<file path="config.mk">
export PLATFORM = sky130hd
export DESIGN_NAME = binary_heap_priority_queue_core
export DESIGN_NICKNAME = d
export VERILOG_FILES = /design/src/rtl/bhpq_pkg.sv /design/src/rtl/bhpq_ram.sv /design/src/rtl/bhpq_ctrl.sv /design/src/rtl/bhpq_dp.sv /design/src/rtl/binary_heap_priority_queue_core.sv
export SDC_FILE = /design/constraint.sdc
export NUM_CORES = 2
export LEC_CHECK = 0
export ABC_AREA = 1
export BUFFER_PORTS_ARGS = -buffer_cell sky130_fd_sc_hd__buf_4
export CORE_MARGIN = 2
export CORE_UTILIZATION = 55
export DETAILED_ROUTE_END_ITERATION = 7
export PLACE_DENSITY = 0.78
export SLEW_MARGIN = 10
export SYNTH_ARGS = -nofsm -noshare
export SYNTH_HDL_FRONTEND = slang
export SYNTH_SLANG_ARGS = --single-unit
</file>
<file path="constraint.sdc">
create_clock -name i_clk -period 9.05 [get_ports i_clk]
set_clock_uncertainty 0.15 [all_clocks]
set_input_delay 1.81 -clock i_clk [delete_from_list [all_inputs] [get_ports i_clk]]
set_output_delay 1.81 -clock i_clk [all_outputs]
set_load 0.02 [all_outputs]
</file>
<file path="src/rtl/bhpq_pkg.sv">
// Shared types, constants and the ordering function of the binary heap priority queue.
// No dependencies; imported by bhpq_ctrl, bhpq_dp, the core and the bench (not by bhpq_ram).
`default_nettype none

package bhpq_pkg;

    localparam int CAPACITY_DEF = 32;
    localparam int DATA_W       = 32;
    localparam int COUNT_W      = 6;
    localparam int STATUS_W     = 2;
    localparam int M_TDATA_W    = 48;

    typedef enum logic [0:0] {
        OP_PUSH = 1'b0,
        OP_POP  = 1'b1
    } t_op;

    typedef enum logic [STATUS_W-1:0] {
        ST_OK    = 2'd0,
        ST_EMPTY = 2'd1,
        ST_FULL  = 2'd2
    } t_status;

    typedef enum logic [3:0] {
        S_IDLE,
        S_PUSH_CHK,
        S_PUSH_WAIT,
        S_POP_CHK0,
        S_POP_LAST,
        S_SINK_CHK,
        S_SINK_L,
        S_SINK_R,
        S_SINK_CMP,
        S_OUT
    } t_state;

    typedef enum logic [1:0] {
        RD_PARENT,
        RD_LAST,
        RD_LEFT,
        RD_RIGHT
    } t_rd_sel;

    typedef enum logic [1:0] {
        WR_VAL,
        WR_RD,
        WR_CAND
    } t_wr_sel;

    typedef enum logic [2:0] {
        POS_HOLD,
        POS_COUNT,
        POS_ZERO,
        POS_PARENT,
        POS_CAND
    } t_pos_sel;

    typedef enum logic [1:0] {
        CAND_HOLD,
        CAND_LEFT,
        CAND_RIGHT
    } t_cand_sel;

    typedef struct packed {
        logic      val_in;
        logic      val_rd;
        t_pos_sel  pos_sel;
        logic      rd_en;
        t_rd_sel   rd_sel;
        logic      wr_en;
        t_wr_sel   wr_sel;
        t_cand_sel cand_sel;
        logic      cnt_inc;
        logic      cnt_dec;
        logic      st_wr;
        t_status   st_val;
    } t_dp_cmd;

    typedef struct packed {
        logic full;
        logic empty;
        logic pos_zero;
        logic child_none;
        logic right_exists;
        logic val_before_rd;
        logic rd_before_cand;
        logic cand_before_val;
    } t_dp_sts;

    function automatic logic ordered_before(
        input logic signed [DATA_W-1:0] a,
        input logic signed [DATA_W-1:0] b,
        input logic                     min_order
    );
        if (min_order) begin
            return a < b;
        end
        return a > b;
    endfunction

endpackage

`default_nettype wire

</file>
<file path="src/rtl/bhpq_ram.sv">
// Generic simple dual-port RAM: one write port, one read port with registered data.
// No dependencies.
`default_nettype none

module bhpq_ram #(
    parameter int WIDTH = 32,
    parameter int DEPTH = 32
) (
    input  wire logic                     i_clk,
    input  wire logic                     i_we,
    input  wire logic [$clog2(DEPTH)-1:0] i_waddr,
    input  wire logic [WIDTH-1:0]         i_wdata,
    input  wire logic                     i_re,
    input  wire logic [$clog2(DEPTH)-1:0] i_raddr,
    output logic      [WIDTH-1:0]         o_rdata
);

    logic [WIDTH-1:0] r_mem [DEPTH];

    always_ff @(posedge i_clk) begin
        if (i_we) begin
            r_mem[i_waddr] <= i_wdata;
        end
        if (i_re) begin
            o_rdata <= r_mem[i_raddr];
        end
    end

endmodule

`default_nettype wire

</file>
<file path="src/rtl/bhpq_ctrl.sv">
// Heap controller: sequences push sift-up, pop sift-down and result handshake.
// Depends on bhpq_pkg; drives bhpq_dp through t_dp_cmd, reads t_dp_sts.
`default_nettype none

module bhpq_ctrl import bhpq_pkg::*; (
    input  wire logic    i_clk,
    input  wire logic    i_rst_n,
    input  wire logic    i_s_valid,
    input  wire logic    i_op,
    input  wire logic    i_m_ready,
    input  wire t_dp_sts i_sts,
    output t_dp_cmd      o_cmd,
    output logic         o_s_ready,
    output logic         o_m_valid
);

    t_state r_state, n_state;

    always_ff @(posedge i_clk) begin
        if (!i_rst_n) begin
            r_state <= S_IDLE;
        end else begin
            r_state <= n_state;
        end
    end

    always_comb begin
        n_state = r_state;
        unique case (r_state)
            S_IDLE: begin
                if (i_s_valid) begin
                    if (i_op == OP_POP) begin
                        n_state = i_sts.empty ? S_OUT : S_POP_CHK0;
                    end else begin
                        n_state = i_sts.full ? S_OUT : S_PUSH_CHK;
                    end
                end
            end
            S_PUSH_CHK:  n_state = i_sts.pos_zero ? S_OUT : S_PUSH_WAIT;
            S_PUSH_WAIT: n_state = i_sts.val_before_rd ? S_PUSH_CHK : S_OUT;
            S_POP_CHK0:  n_state = i_sts.empty ? S_OUT : S_POP_LAST;
            S_POP_LAST:  n_state = S_SINK_CHK;
            S_SINK_CHK:  n_state = i_sts.child_none ? S_OUT : S_SINK_L;
            S_SINK_L:    n_state = i_sts.right_exists ? S_SINK_R : S_SINK_CMP;
            S_SINK_R:    n_state = S_SINK_CMP;
            S_SINK_CMP:  n_state = i_sts.cand_before_val ? S_SINK_CHK : S_OUT;
            S_OUT:       n_state = i_m_ready ? S_IDLE : S_OUT;
            default:     n_state = S_IDLE;
        endcase
    end

    always_comb begin
        o_cmd.val_in   = 1'b0;
        o_cmd.val_rd   = 1'b0;
        o_cmd.pos_sel  = POS_HOLD;
        o_cmd.rd_en    = 1'b0;
        o_cmd.rd_sel   = RD_PARENT;
        o_cmd.wr_en    = 1'b0;
        o_cmd.wr_sel   = WR_VAL;
        o_cmd.cand_sel = CAND_HOLD;
        o_cmd.cnt_inc  = 1'b0;
        o_cmd.cnt_dec  = 1'b0;
        o_cmd.st_wr    = 1'b0;
        o_cmd.st_val   = ST_OK;
        o_s_ready      = 1'b0;
        o_m_valid      = 1'b0;
        unique case (r_state)
            S_IDLE: begin
                o_s_ready = 1'b1;
                if (i_s_valid) begin
                    o_cmd.st_wr = 1'b1;
                    if (i_op == OP_POP) begin
                        if (i_sts.empty) begin
                            o_cmd.st_val = ST_EMPTY;
                        end else begin
                            o_cmd.cnt_dec = 1'b1;
                        end
                    end else begin
                        if (i_sts.full) begin
                            o_cmd.st_val = ST_FULL;
                        end else begin
                            o_cmd.val_in  = 1'b1;
                            o_cmd.pos_sel = POS_COUNT;
                        end
                    end
                end
            end
            S_PUSH_CHK: begin
                if (i_sts.pos_zero) begin
                    o_cmd.wr_en   = 1'b1;
                    o_cmd.cnt_inc = 1'b1;
                end else begin
                    o_cmd.rd_en  = 1'b1;
                    o_cmd.rd_sel = RD_PARENT;
                end
            end
            S_PUSH_WAIT: begin
                o_cmd.wr_en = 1'b1;
                if (i_sts.val_before_rd) begin
                    o_cmd.wr_sel  = WR_RD;
                    o_cmd.pos_sel = POS_PARENT;
                end else begin
                    o_cmd.cnt_inc = 1'b1;
                end
            end
            S_POP_CHK0: begin
                if (!i_sts.empty) begin
                    o_cmd.rd_en   = 1'b1;
                    o_cmd.rd_sel  = RD_LAST;
                    o_cmd.pos_sel = POS_ZERO;
                end
            end
            S_POP_LAST: begin
                o_cmd.val_rd = 1'b1;
            end
            S_SINK_CHK: begin
                if (i_sts.child_none) begin
                    o_cmd.wr_en = 1'b1;
                end else begin
                    o_cmd.rd_en  = 1'b1;
                    o_cmd.rd_sel = RD_LEFT;
                end
            end
            S_SINK_L: begin
                o_cmd.cand_sel = CAND_LEFT;
                if (i_sts.right_exists) begin
                    o_cmd.rd_en  = 1'b1;
                    o_cmd.rd_sel = RD_RIGHT;
                end
            end
            S_SINK_R: begin
                if (i_sts.rd_before_cand) begin
                    o_cmd.cand_sel = CAND_RIGHT;
                end
            end
            S_SINK_CMP: begin
                o_cmd.wr_en = 1'b1;
                if (i_sts.cand_before_val) begin
                    o_cmd.wr_sel  = WR_CAND;
                    o_cmd.pos_sel = POS_CAND;
                end
            end
            S_OUT: begin
                o_m_valid = 1'b1;
            end
            default: begin
                o_s_ready = 1'b0;
            end
        endcase
    end

endmodule

`default_nettype wire

</file>
<file path="src/rtl/bhpq_dp.sv">
// Heap datapath: heap RAM, slot index, moving value, child candidate, count and order bit.
// Depends on bhpq_pkg and bhpq_ram; commanded by bhpq_ctrl.
`default_nettype none

module bhpq_dp import bhpq_pkg::*; #(
    parameter int CAPACITY = CAPACITY_DEF
) (
    input  wire logic              i_clk,
    input  wire logic              i_rst_n,
    input  wire t_dp_cmd           i_cmd,
    output t_dp_sts                o_sts,
    input  wire logic [DATA_W-1:0] i_value,
    input  wire logic              i_cfg_valid,
    input  wire logic              i_cfg_data,
    output logic      [DATA_W-1:0] o_top_value,
    output logic      [COUNT_W-1:0] o_count,
    output logic                   o_is_empty,
    output t_status                o_status
);

    localparam int AW = $clog2(CAPACITY);
    localparam int CW = $clog2(CAPACITY + 1);
    localparam int XW = AW + 2;

    logic [CW-1:0]     r_cnt;
    logic              r_min;
    logic [AW-1:0]     r_pos, n_pos;
    logic [AW-1:0]     r_cidx, n_cidx;
    logic [DATA_W-1:0] r_val, n_val;
    logic [DATA_W-1:0] r_cand, n_cand;
    logic [DATA_W-1:0] r_top;
    t_status           r_status;

    logic [AW-1:0]     w_parent, w_left_a, w_right_a, w_raddr;
    logic [XW-1:0]     w_left_x, w_right_x, w_cnt_x;
    logic [DATA_W-1:0] w_rdata, w_wdata;

    assign w_parent  = (r_pos - AW'(1)) >> 1;
    assign w_left_x  = {1'b0, r_pos, 1'b1};
    assign w_right_x = w_left_x + XW'(1);
    assign w_cnt_x   = XW'(r_cnt);
    assign w_left_a  = w_left_x[AW-1:0];
    assign w_right_a = w_right_x[AW-1:0];

    always_comb begin
        unique case (i_cmd.rd_sel)
            RD_PARENT: w_raddr = w_parent;
            RD_LAST:   w_raddr = AW'(r_cnt);
            RD_LEFT:   w_raddr = w_left_a;
            RD_RIGHT:  w_raddr = w_right_a;
            default:   w_raddr = w_parent;
        endcase
    end

    always_comb begin
        unique case (i_cmd.wr_sel)
            WR_VAL:  w_wdata = r_val;
            WR_RD:   w_wdata = w_rdata;
            WR_CAND: w_wdata = r_cand;
            default: w_wdata = r_val;
        endcase
    end

    bhpq_ram #(
        .WIDTH (DATA_W),
        .DEPTH (CAPACITY)
    ) u_ram (
        .i_clk   (i_clk),
        .i_we    (i_cmd.wr_en),
        .i_waddr (r_pos),
        .i_wdata (w_wdata),
        .i_re    (i_cmd.rd_en),
        .i_raddr (w_raddr),
        .o_rdata (w_rdata)
    );

    always_comb begin
        unique case (i_cmd.pos_sel)
            POS_HOLD:   n_pos = r_pos;
            POS_COUNT:  n_pos = AW'(r_cnt);
            POS_ZERO:   n_pos = '0;
            POS_PARENT: n_pos = w_parent;
            POS_CAND:   n_pos = r_cidx;
            default:    n_pos = r_pos;
        endcase
    end

    always_comb begin
        n_val = r_val;
        if (i_cmd.val_in) begin
            n_val = i_value;
        end else if (i_cmd.val_rd) begin
            n_val = w_rdata;
        end
    end

    always_comb begin
        n_cand = r_cand;
        n_cidx = r_cidx;
        unique case (i_cmd.cand_sel)
            CAND_HOLD: begin
                n_cand = r_cand;
            end
            CAND_LEFT: begin
                n_cand = w_rdata;
                n_cidx = w_left_a;
            end
            CAND_RIGHT: begin
                n_cand = w_rdata;
                n_cidx = w_right_a;
            end
            default: begin
                n_cand = r_cand;
            end
        endcase
    end

    always_ff @(posedge i_clk) begin
        if (!i_rst_n) begin
            r_cnt <= '0;
            r_min <= 1'b0;
        end else begin
            if (i_cmd.cnt_inc) begin
                r_cnt <= r_cnt + CW'(1);
            end else if (i_cmd.cnt_dec) begin
                r_cnt <= r_cnt - CW'(1);
            end
            if (i_cfg_valid) begin
                r_min <= i_cfg_data;
            end
        end
    end

    always_ff @(posedge i_clk) begin
        r_pos  <= n_pos;
        r_val  <= n_val;
        r_cand <= n_cand;
        r_cidx <= n_cidx;
        if (i_cmd.wr_en && (r_pos == '0)) begin
            r_top <= w_wdata;
        end
        if (i_cmd.st_wr) begin
            r_status <= i_cmd.st_val;
        end
    end

    assign o_sts.full            = (r_cnt == CW'(CAPACITY));
    assign o_sts.empty           = (r_cnt == '0);
    assign o_sts.pos_zero        = (r_pos == '0);
    assign o_sts.child_none      = (w_left_x >= w_cnt_x);
    assign o_sts.right_exists    = (w_right_x < w_cnt_x);
    assign o_sts.val_before_rd   = ordered_before(r_val, w_rdata, r_min);
    assign o_sts.rd_before_cand  = ordered_before(w_rdata, r_cand, r_min);
    assign o_sts.cand_before_val = ordered_before(r_cand, r_val, r_min);

    assign o_top_value = (r_cnt == '0) ? '0 : r_top;
    assign o_count     = COUNT_W'(r_cnt);
    assign o_is_empty  = (r_cnt == '0);
    assign o_status    = r_status;

endmodule

`default_nettype wire

</file>
<file path="src/rtl/binary_heap_priority_queue_core.sv">
// A push rises level by level until it reaches the root or no longer ranks above its parent;
// a pop sinks level by level, reading the right child only when it exists, until it has no
// child left or its better child does not rank above the moving value.
// A refused request or a pop that empties the heap goes to the result without moving a value.
// Only one request is in flight; the next is taken once the result has been accepted.
// Reset (synchronous, active low) empties the heap and selects max ordering.
`default_nettype none

module binary_heap_priority_queue_core import bhpq_pkg::*; #(
    parameter int CAPACITY = CAPACITY_DEF
) (
    input  wire logic                 i_clk,
    input  wire logic                 i_rst_n,
    input  wire logic                 s_axis_tvalid,
    output logic                      s_axis_tready,
    input  wire logic [DATA_W-1:0]    s_axis_tdata,   // [31:0] value
    input  wire logic                 s_axis_tuser,   // [0] operation
    output logic                      m_axis_tvalid,
    input  wire logic                 m_axis_tready,
    output logic      [M_TDATA_W-1:0] m_axis_tdata,   // [31:0] top_value, [37:32] count,
                                                      // [38] is_empty, [40:39] status
    input  wire logic                 i_cfg_valid,
    output logic                      o_cfg_ready,
    input  wire logic                 i_cfg_data      // min_order
);

    t_dp_cmd            w_cmd;
    t_dp_sts            w_sts;
    logic [DATA_W-1:0]  w_top_value;
    logic [COUNT_W-1:0] w_count;
    logic               w_is_empty;
    t_status            w_status;

    assign o_cfg_ready = 1'b1;

    bhpq_ctrl u_ctrl (
        .i_clk     (i_clk),
        .i_rst_n   (i_rst_n),
        .i_s_valid (s_axis_tvalid),
        .i_op      (s_axis_tuser),
        .i_m_ready (m_axis_tready),
        .i_sts     (w_sts),
        .o_cmd     (w_cmd),
        .o_s_ready (s_axis_tready),
        .o_m_valid (m_axis_tvalid)
    );

    bhpq_dp #(
        .CAPACITY (CAPACITY)
    ) u_dp (
        .i_clk       (i_clk),
        .i_rst_n     (i_rst_n),
        .i_cmd       (w_cmd),
        .o_sts       (w_sts),
        .i_value     (s_axis_tdata),
        .i_cfg_valid (i_cfg_valid),
        .i_cfg_data  (i_cfg_data),
        .o_top_value (w_top_value),
        .o_count     (w_count),
        .o_is_empty  (w_is_empty),
        .o_status    (w_status)
    );

    assign m_axis_tdata = {
        (M_TDATA_W - DATA_W - COUNT_W - 1 - STATUS_W)'(0),
        w_status,
        w_is_empty,
        w_count,
        w_top_value
    };

`ifndef ASSERT_OFF
    a_busy_or_result : assert property (@(posedge i_clk) disable iff (!i_rst_n)
        !(s_axis_tready && m_axis_tvalid))
        else $error("input and output stages active together");

    a_inc_not_full : assert property (@(posedge i_clk) disable iff (!i_rst_n)
        w_cmd.cnt_inc |-> !w_sts.full)
        else $error("count incremented while full");

    a_dec_not_empty : assert property (@(posedge i_clk) disable iff (!i_rst_n)
        w_cmd.cnt_dec |-> !w_sts.empty)
        else $error("count decremented while empty");

    a_busy_after_accept : assert property (@(posedge i_clk) disable iff (!i_rst_n)
        (s_axis_tvalid && s_axis_tready) |=> !s_axis_tready)
        else $error("new request taken right after accept");
`endif

endmodule

`default_nettype wire

</file>
== Word-level counts from Yosys, hierarchy flattened ==
Memory sizes are Yosys's and may differ from the RTL's. A register that Yosys moved wholly into a read port is not among the register bits.
Index checks and enable logic that the tools add are counted.
W data, S select, Z words.
Storage, ports and cells
  output and inout port bits: 51
  memories: 1
  bits in writable memories: 1024
  bits of input ports: 39
  word-level logic and storage cells: 121
  bits in registers: 119
Operators by class
  equality and inequality tests: 22
  reductions and logical operators: 12
  add/subtract/negate cells: 4
  muxes and demuxes: 65
  order comparisons: 8
Memory list
  u_dp.u_ram.r_mem: words 32, width 32, read ports 1, clocked after Yosys merged registers in 1, wr ports 1, line bhpq_ram.sv:18  | logic [WIDTH-1:0] r_mem [DEPTH];
Operator list (number)
  $gt A32 B32 Y1: 3
  $lt A32 B32 Y1: 3
  $mux W32: 3
  $pmux W32 S2: 1
  $mux W4: 13
  $pmux W4 S10: 1
  $pmux W5 S4: 2
  $mux W1: 24
  $pmux W3 S4: 2
  $mux W3: 6
  $eq A4 B3 Y1 const B: 4
  $mux W6: 2
  $mux W2: 5
  $pmux W5 S2: 1
  $eq A2 B2 Y1 const B: 4
  $eq A4 B2 Y1 const B: 2
  $eq A4 B4 Y1 const B: 2
  $pmux W2 S2: 2
  $add A6 B1 Y7 const B: 1
  $lt A7 B6 Y1: 1
  $add A6 B1 Y6 const B: 1
  $eq A2 B1 Y1 const B: 3
  $eq A3 B2 Y1 const B: 2
  $eq A6 B6 Y1 const B: 1
  19 further kinds: 22

== Depth between registers and ports, before layout ==
  depth in word-level cells: 7
  mapped depth: 28

== By module ==
From an unflattened synthesis, not the netlist that was laid out.
Unflattened totals
  cell total of the unflattened synthesis: 4662
  area total of the unflattened synthesis: 51637.0 um^2
Modules (own cells, without submodules)
  bhpq_ram: sequential area each 31710.4 um^2, area an instance 42726.0 um^2, instances 1, cells each 3536
  bhpq_dp: sequential area each 3383.2 um^2, area an instance 8294.2 um^2, instances 1, cells each 1014
  bhpq_ctrl: sequential area each 80.1 um^2, area an instance 541.8 um^2, instances 1, cells each 101
  binary_heap_priority_queue_core: sequential area each 0.0 um^2, area an instance 75.1 um^2, instances 1, cells each 11

== Worst setup path after synthesis ==
OpenSTA, ideal clock, no wires.
  path kind: reg-to-reg
  from: register u_dp.u_ram.o_rdata[31] (read register of u_dp.u_ram.r_mem)
  to: register u_dp.r_top[0], data pin
  clock period less this slack: 4.148 ns
  slack: 4.902 ns
  arrival time: 3.536 ns
  cell stages (with the launch flop): 16
  path buffers: 1
  cell sequence: edfxtp_1 inv_1 ha_1 a21oi_1 o21a_1 nand2_1 a21oi_1 nand2_1 nand2_1 nand3_1 nand3_1 inv_1 ha_1 inv_2 clkbuf_1 o21ai_0
Between the ends
  longest elaborated chain between the ends: 7
  elaborated cells between the ends (all ways): 9
Ends and longest elaborated chain
  start, declared: line bhpq_ram.sv:15  | output logic [WIDTH-1:0] o_rdata
  $lt A32 B32 Y1: line bhpq_pkg.sv:96  | return a < b;
  $mux W1: line bhpq_pkg.sv:95  | if (min_order) begin
  $mux W1 *: line bhpq_pkg.sv:98  | return a > b;
  $mux W1 *: line bhpq_ctrl.sv:99  | if (i_sts.val_before_rd) begin
  $pmux W2 S2 *: line bhpq_ctrl.sv:67  | unique case (r_state)
  $eq A2 B2 Y1 or $eq A2 B1 Y1 (tied branches): line bhpq_dp.sv:56  | unique case (i_cmd.wr_sel)
  $pmux W32 S2 *: line bhpq_dp.sv:56
  net u_dp.u_ram.i_wdata[0]: line bhpq_ram.sv:12  | input wire logic [WIDTH-1:0] i_wdata,
  end signal, assigned: line bhpq_dp.sv:140  | r_top <= w_wdata;
  end, declared: line bhpq_dp.sv:31  | logic [DATA_W-1:0] r_top;
Mark *: on every way through the listed nets, which the timed path passes. The rest lies on a longest branch. The select of a mux whose other input is x is not followed.
A chain may end at the register's enable or synchronous reset.

== Worst setup path after layout ==
  from: register u_dp.r_pos[2]
  to: register u_dp.u_ram.o_rdata[4] (read register of u_dp.u_ram.r_mem), data pin
Between the ends
  longest elaborated chain between the ends: 6
  elaborated cells between the ends (all ways): 14
Ends and longest elaborated chain
  start, declared: line bhpq_dp.sv:27  | logic [AW-1:0] r_pos, n_pos;
  start signal, assigned: line bhpq_dp.sv:135  | r_pos <= n_pos;
  $add A6 B1 Y7: line bhpq_dp.sv:40  | assign w_right_x = w_left_x + XW'(1);
  $lt A7 B6 Y1: line bhpq_dp.sv:151  | assign o_sts.right_exists = (w_right_x < w_cnt_x);
  $mux W3: line bhpq_ctrl.sv:126  | if (i_sts.right_exists) begin
  $pmux W3 S4: line bhpq_ctrl.sv:67
  $eq A2 B2 Y1 (tied with other cells): line bhpq_dp.sv:46  | unique case (i_cmd.rd_sel)
  $pmux W5 S4: line bhpq_dp.sv:46
Several ways; a longest one is shown, not always the timed one.

==> run_results.csv <==
group,metric,value,unit
status,outcome,"completed",
cts,cts_setup_buffers,0,
die,initial_core_util,0.556,
routing,postRouteWirelength,138000,um
final_layout,finalNetCount,4627,
sta,fmax,160,MHz
routing,drt_pass1_iterations,6,
critical_path,r2r_end,"u_dp.u_ram.o_rdata[4]$_DFFE_PP_",
sta,rsz0062_at_grt,"false",
die,die_w,309,um
yosys,yosys_warnings,0,
sta,fin_crit_sh,0.689,
routing,drtIter0Drc,5335,
final_layout,regArea,0.0352,mm^2
worst_hold_path,min_path_cells,0,
sta,setup_tns,0,ns
routing,ant_nets,0,
cts,clkSinkCount,1175,
die,dieArea,0.0953,mm^2
cts,cts_max_level,3,
placement,dpl.hpwl,73700,um
cts,clockBufferDepth,3,
critical_path,cp_max_fo,150,
yosys,syn_area,0.0511,mm^2
die,die_h,309,um
final_layout,area_delta_synth_final,10.2,%
critical_path,reg2reg_slack,2.82,ns
placement,io_buffer_count,81,
critical_path,reg2regPathDepth,18,
die,pin_count,90,
global_routing,grt_max_degree,192,
yosys,netlist_top_cells_count,"nand3_1 (1247), edfxtp_1 (1164), nand2_1 (1062), inv_1 (242), buf_2 (205)",
critical_path,end_kind,"register",
yosys,synth_top_area_share,0.685,
cts,cts_tree,"built",
routing,viasPerCell,6.17,
yosys,synth_flop_cell,"edfxtp_1",
yosys,synth.most_common_cell,"nand3_1",
critical_path,crit_required,9.47,ns
yosys,synth_largest_area_cell,"edfxtp_1",
yosys,ys_seq_area_frac,0.689,
critical_path,critPathTopFamily,"simple AND/OR/NAND/NOR gates",
routing,drcViolationCount,0,
cts,cts_root_buf,"clkbuf_16",
die,core_area,0.0918,mm^2
critical_path,cp-start-kind,"register",
cts,cts_buffers,110,
critical_path,cp_slowest_cell,"inv_8",
sta,slew_viol_final,0,
yosys,syn_avg_cell_area,11.4,um^2
yosys,synthArstFlopShare,0,
critical_path,r2r_start,"u_dp.r_pos[2]$_DFFE_PP_",
yosys,synth_cell_type_count,49,
critical_path,path_cells,"inv_1 > nor2_1 > a21oi_1 > ha_1 > a21boi_0 > nor3_4 > nand3_4 > nand3_1 > nand2_8 > nand2_8 > inv_8 > buf_12 > nand2_1 > nand3_1 > nand3_1 > nand3_1 > nand3_1 > nand2_1",
final_layout,final_cell_area,0.0563,mm^2
critical_path,cp_num_buf_inv,3,
cts,clkLatencyLatePin,0.72,ns
die,rows,111,
cts,ctsHoldBuffers,0,
worst_hold_path,min_path_type,"reg -> reg",
global_routing,grt_usage,0.288,
cts,cts_resized,0,
worst_hold_path,hp-start,"u_dp.u_ram.o_rdata[19]$_DFFE_PP_",
sta,maxSlewHeadroom,0.106,
sta,tightest_slew,1.34,ns
placement,placed_area,0.0527,mm^2
critical_path,cpMostUsedCell,"nand3_1",
final_layout,multi_input_area,0.0138,mm^2
sta,hold_viol,0,
critical_path,arrival,6.65,ns
yosys,synth_cells,4472,
worst_hold_path,hold_end,"u_dp.r_cand[19]$_DFFE_PP_",
sta,final-setup-viol-count,0,
global_routing,gr-total-overflow,0,
cts,path_clk_slew,0.06,ns
placement,place.gp.congestion,0.894,
sta,fin_crit,6.23,ns
flow_run,drv_cap,0,
yosys,synth-edff-count,1164,
routing,vias,35800,
routing,routedWlPerCell,23.7,um
yosys,ys_ff_latch,1175,
final_layout,drive_gt1_frac,0.0866,
final_layout,fill_cells,6833,
global_routing,antenna_found_initial,5,
yosys,ys_top_cells_by_area,"edfxtp_1 (68%), nand3_1 (12%), nand2_1 (7.8%)",
critical_path,slowest_delay,0.99,ns
global_routing,grt_pass1_vias,34100,
critical_path,path_class,"reg -> reg",
global_routing,grt_pass1_wl,206000,um
==> worst max-delay path by stage <==
stage | startpoint | end | slack, ns | cells past startpoint
after floorplan | u_dp.u_ram.o_rdata[31]$_DFFE_PP_ | u_dp.r_top[0]$_DFFE_PP_ | 4.90 | 15
after global placement | u_dp.r_pos[2]$_DFFE_PP_ | u_dp.u_ram.o_rdata[5]$_DFFE_PP_ | 3.06 | 18
after detailed placement | u_dp.r_pos[2]$_DFFE_PP_ | u_dp.u_ram.o_rdata[5]$_DFFE_PP_ | 2.95 | 18
after CTS | u_dp.r_pos[2]$_DFFE_PP_ | u_dp.u_ram.o_rdata[20]$_DFFE_PP_ | 2.93 | 18
after global routing | u_dp.r_pos[2]$_DFFE_PP_ | u_dp.u_ram.o_rdata[4]$_DFFE_PP_ | 2.42 | 18
final | u_dp.r_pos[2]$_DFFE_PP_ | u_dp.u_ram.o_rdata[4]$_DFFE_PP_ | 2.82 | 18
==> placed cells by master, fill, tap and decap left out, types with 6 or more instances in the layout <==
cell,instances
a21oi_1,90
buf_4,151
bufinv_16,8
clkbuf_1,27
clkbuf_16,110
clkinv_1,39
clkinv_2,20
clkinvlp_4,7
conb_1,8
dfxtp_1,11
edfxtp_1,1164
ha_1,118
inv_1,210
inv_2,29
nand2_1,1061
nand3_1,1246
nand4_1,16
nor2_1,85
nor3_1,14
o21ai_0,12
o21ai_2,26
o21ai_4,6
o22ai_1,32
xor2_1,6
==> routing by layer <==
layer  global-route usage  up-vias  part of all wire
met4                0.156        2             0.054
met1                0.387    17000              0.36
met5                    0        -          0.000073
li1                     -    15900                 -
met2                0.450     2524              0.46
met3               0.0527      440              0.12
==> registers in the layout, summed over array words and instances, names as in the netlist <==
signal,cells
u_dp.r_pos,5
u_dp.r_min,1
u_dp.r_cidx,5
u_dp.r_top,32
u_ctrl.r_state,4
u_dp.u_ram.r_mem,1024
u_dp.r_val,32
u_dp.r_cand,32
u_dp.o_count,6
u_dp.o_status,2
u_dp.u_ram.o_rdata,32
==> stage by stage <==
step | std cells | hold WS, ns | worst slack, ns | util
2_1_floorplan | 4478 | 0.307 | 4.90 | -
3_3_place_gp | 5600 | 0.329 | 3.06 | 0.574
3_5_place_dp | 5600 | 0.337 | 2.95 | 0.574
4_1_cts | 5806 | 0.351 | 2.93 | 0.613
5_1_grt | 5807 | 0.365 | 2.42 | 0.613
6_report | 5808 | 0.360 | 2.82 | 0.613
==> cell type report <==
type                    instances  share of cell area
multi-input cells            2772               0.246
repair buffers                155              0.0216
clock buffers                 138              0.0510
flip-flops and latches       1175               0.625
inverters                     255              0.0173
clock inverters                68              0.0113
diodes                          2           0.0000890
well taps                    1243              0.0276
==> worst register-to-register path, stage by stage (launching register included) <==
cell	delay [ns]
edfxtp_1	0.61
inv_1	0.22
nor2_1	0.33
a21oi_1	0.13
ha_1	0.30
a21boi_0	0.31
nor3_4	0.09
nand3_4	0.12
nand3_1	0.19
nand2_8	0.41
nand2_8	0.83
inv_8	1.01
buf_12	0.49
nand2_1	0.18
nand3_1	0.09
nand3_1	0.10
nand3_1	0.09
nand3_1	0.25
nand2_1	0.17
==> logic make-up (layout without fill, tap and decap cells) <==
logic type / count (synthesis) / in the layout / share of synthesized area
buffers and inverters: 531 / 616 / 0.0453
AOI/OAI and AO/OA: 192 / 192 / 0.0209
and+or+nand+nor: 2444 / 2444 / 0.214
other: 2 / 10 / 0.000147
DFF: 1175 / 1175 / 0.689
xor gates and xnor gates: 9 / 9 / 0.00154
adders and majority gates: 119 / 119 / 0.0293
Power is not shown: default switching activity piles up to over one toggle a cycle in this logic, so the estimate is an artifact.
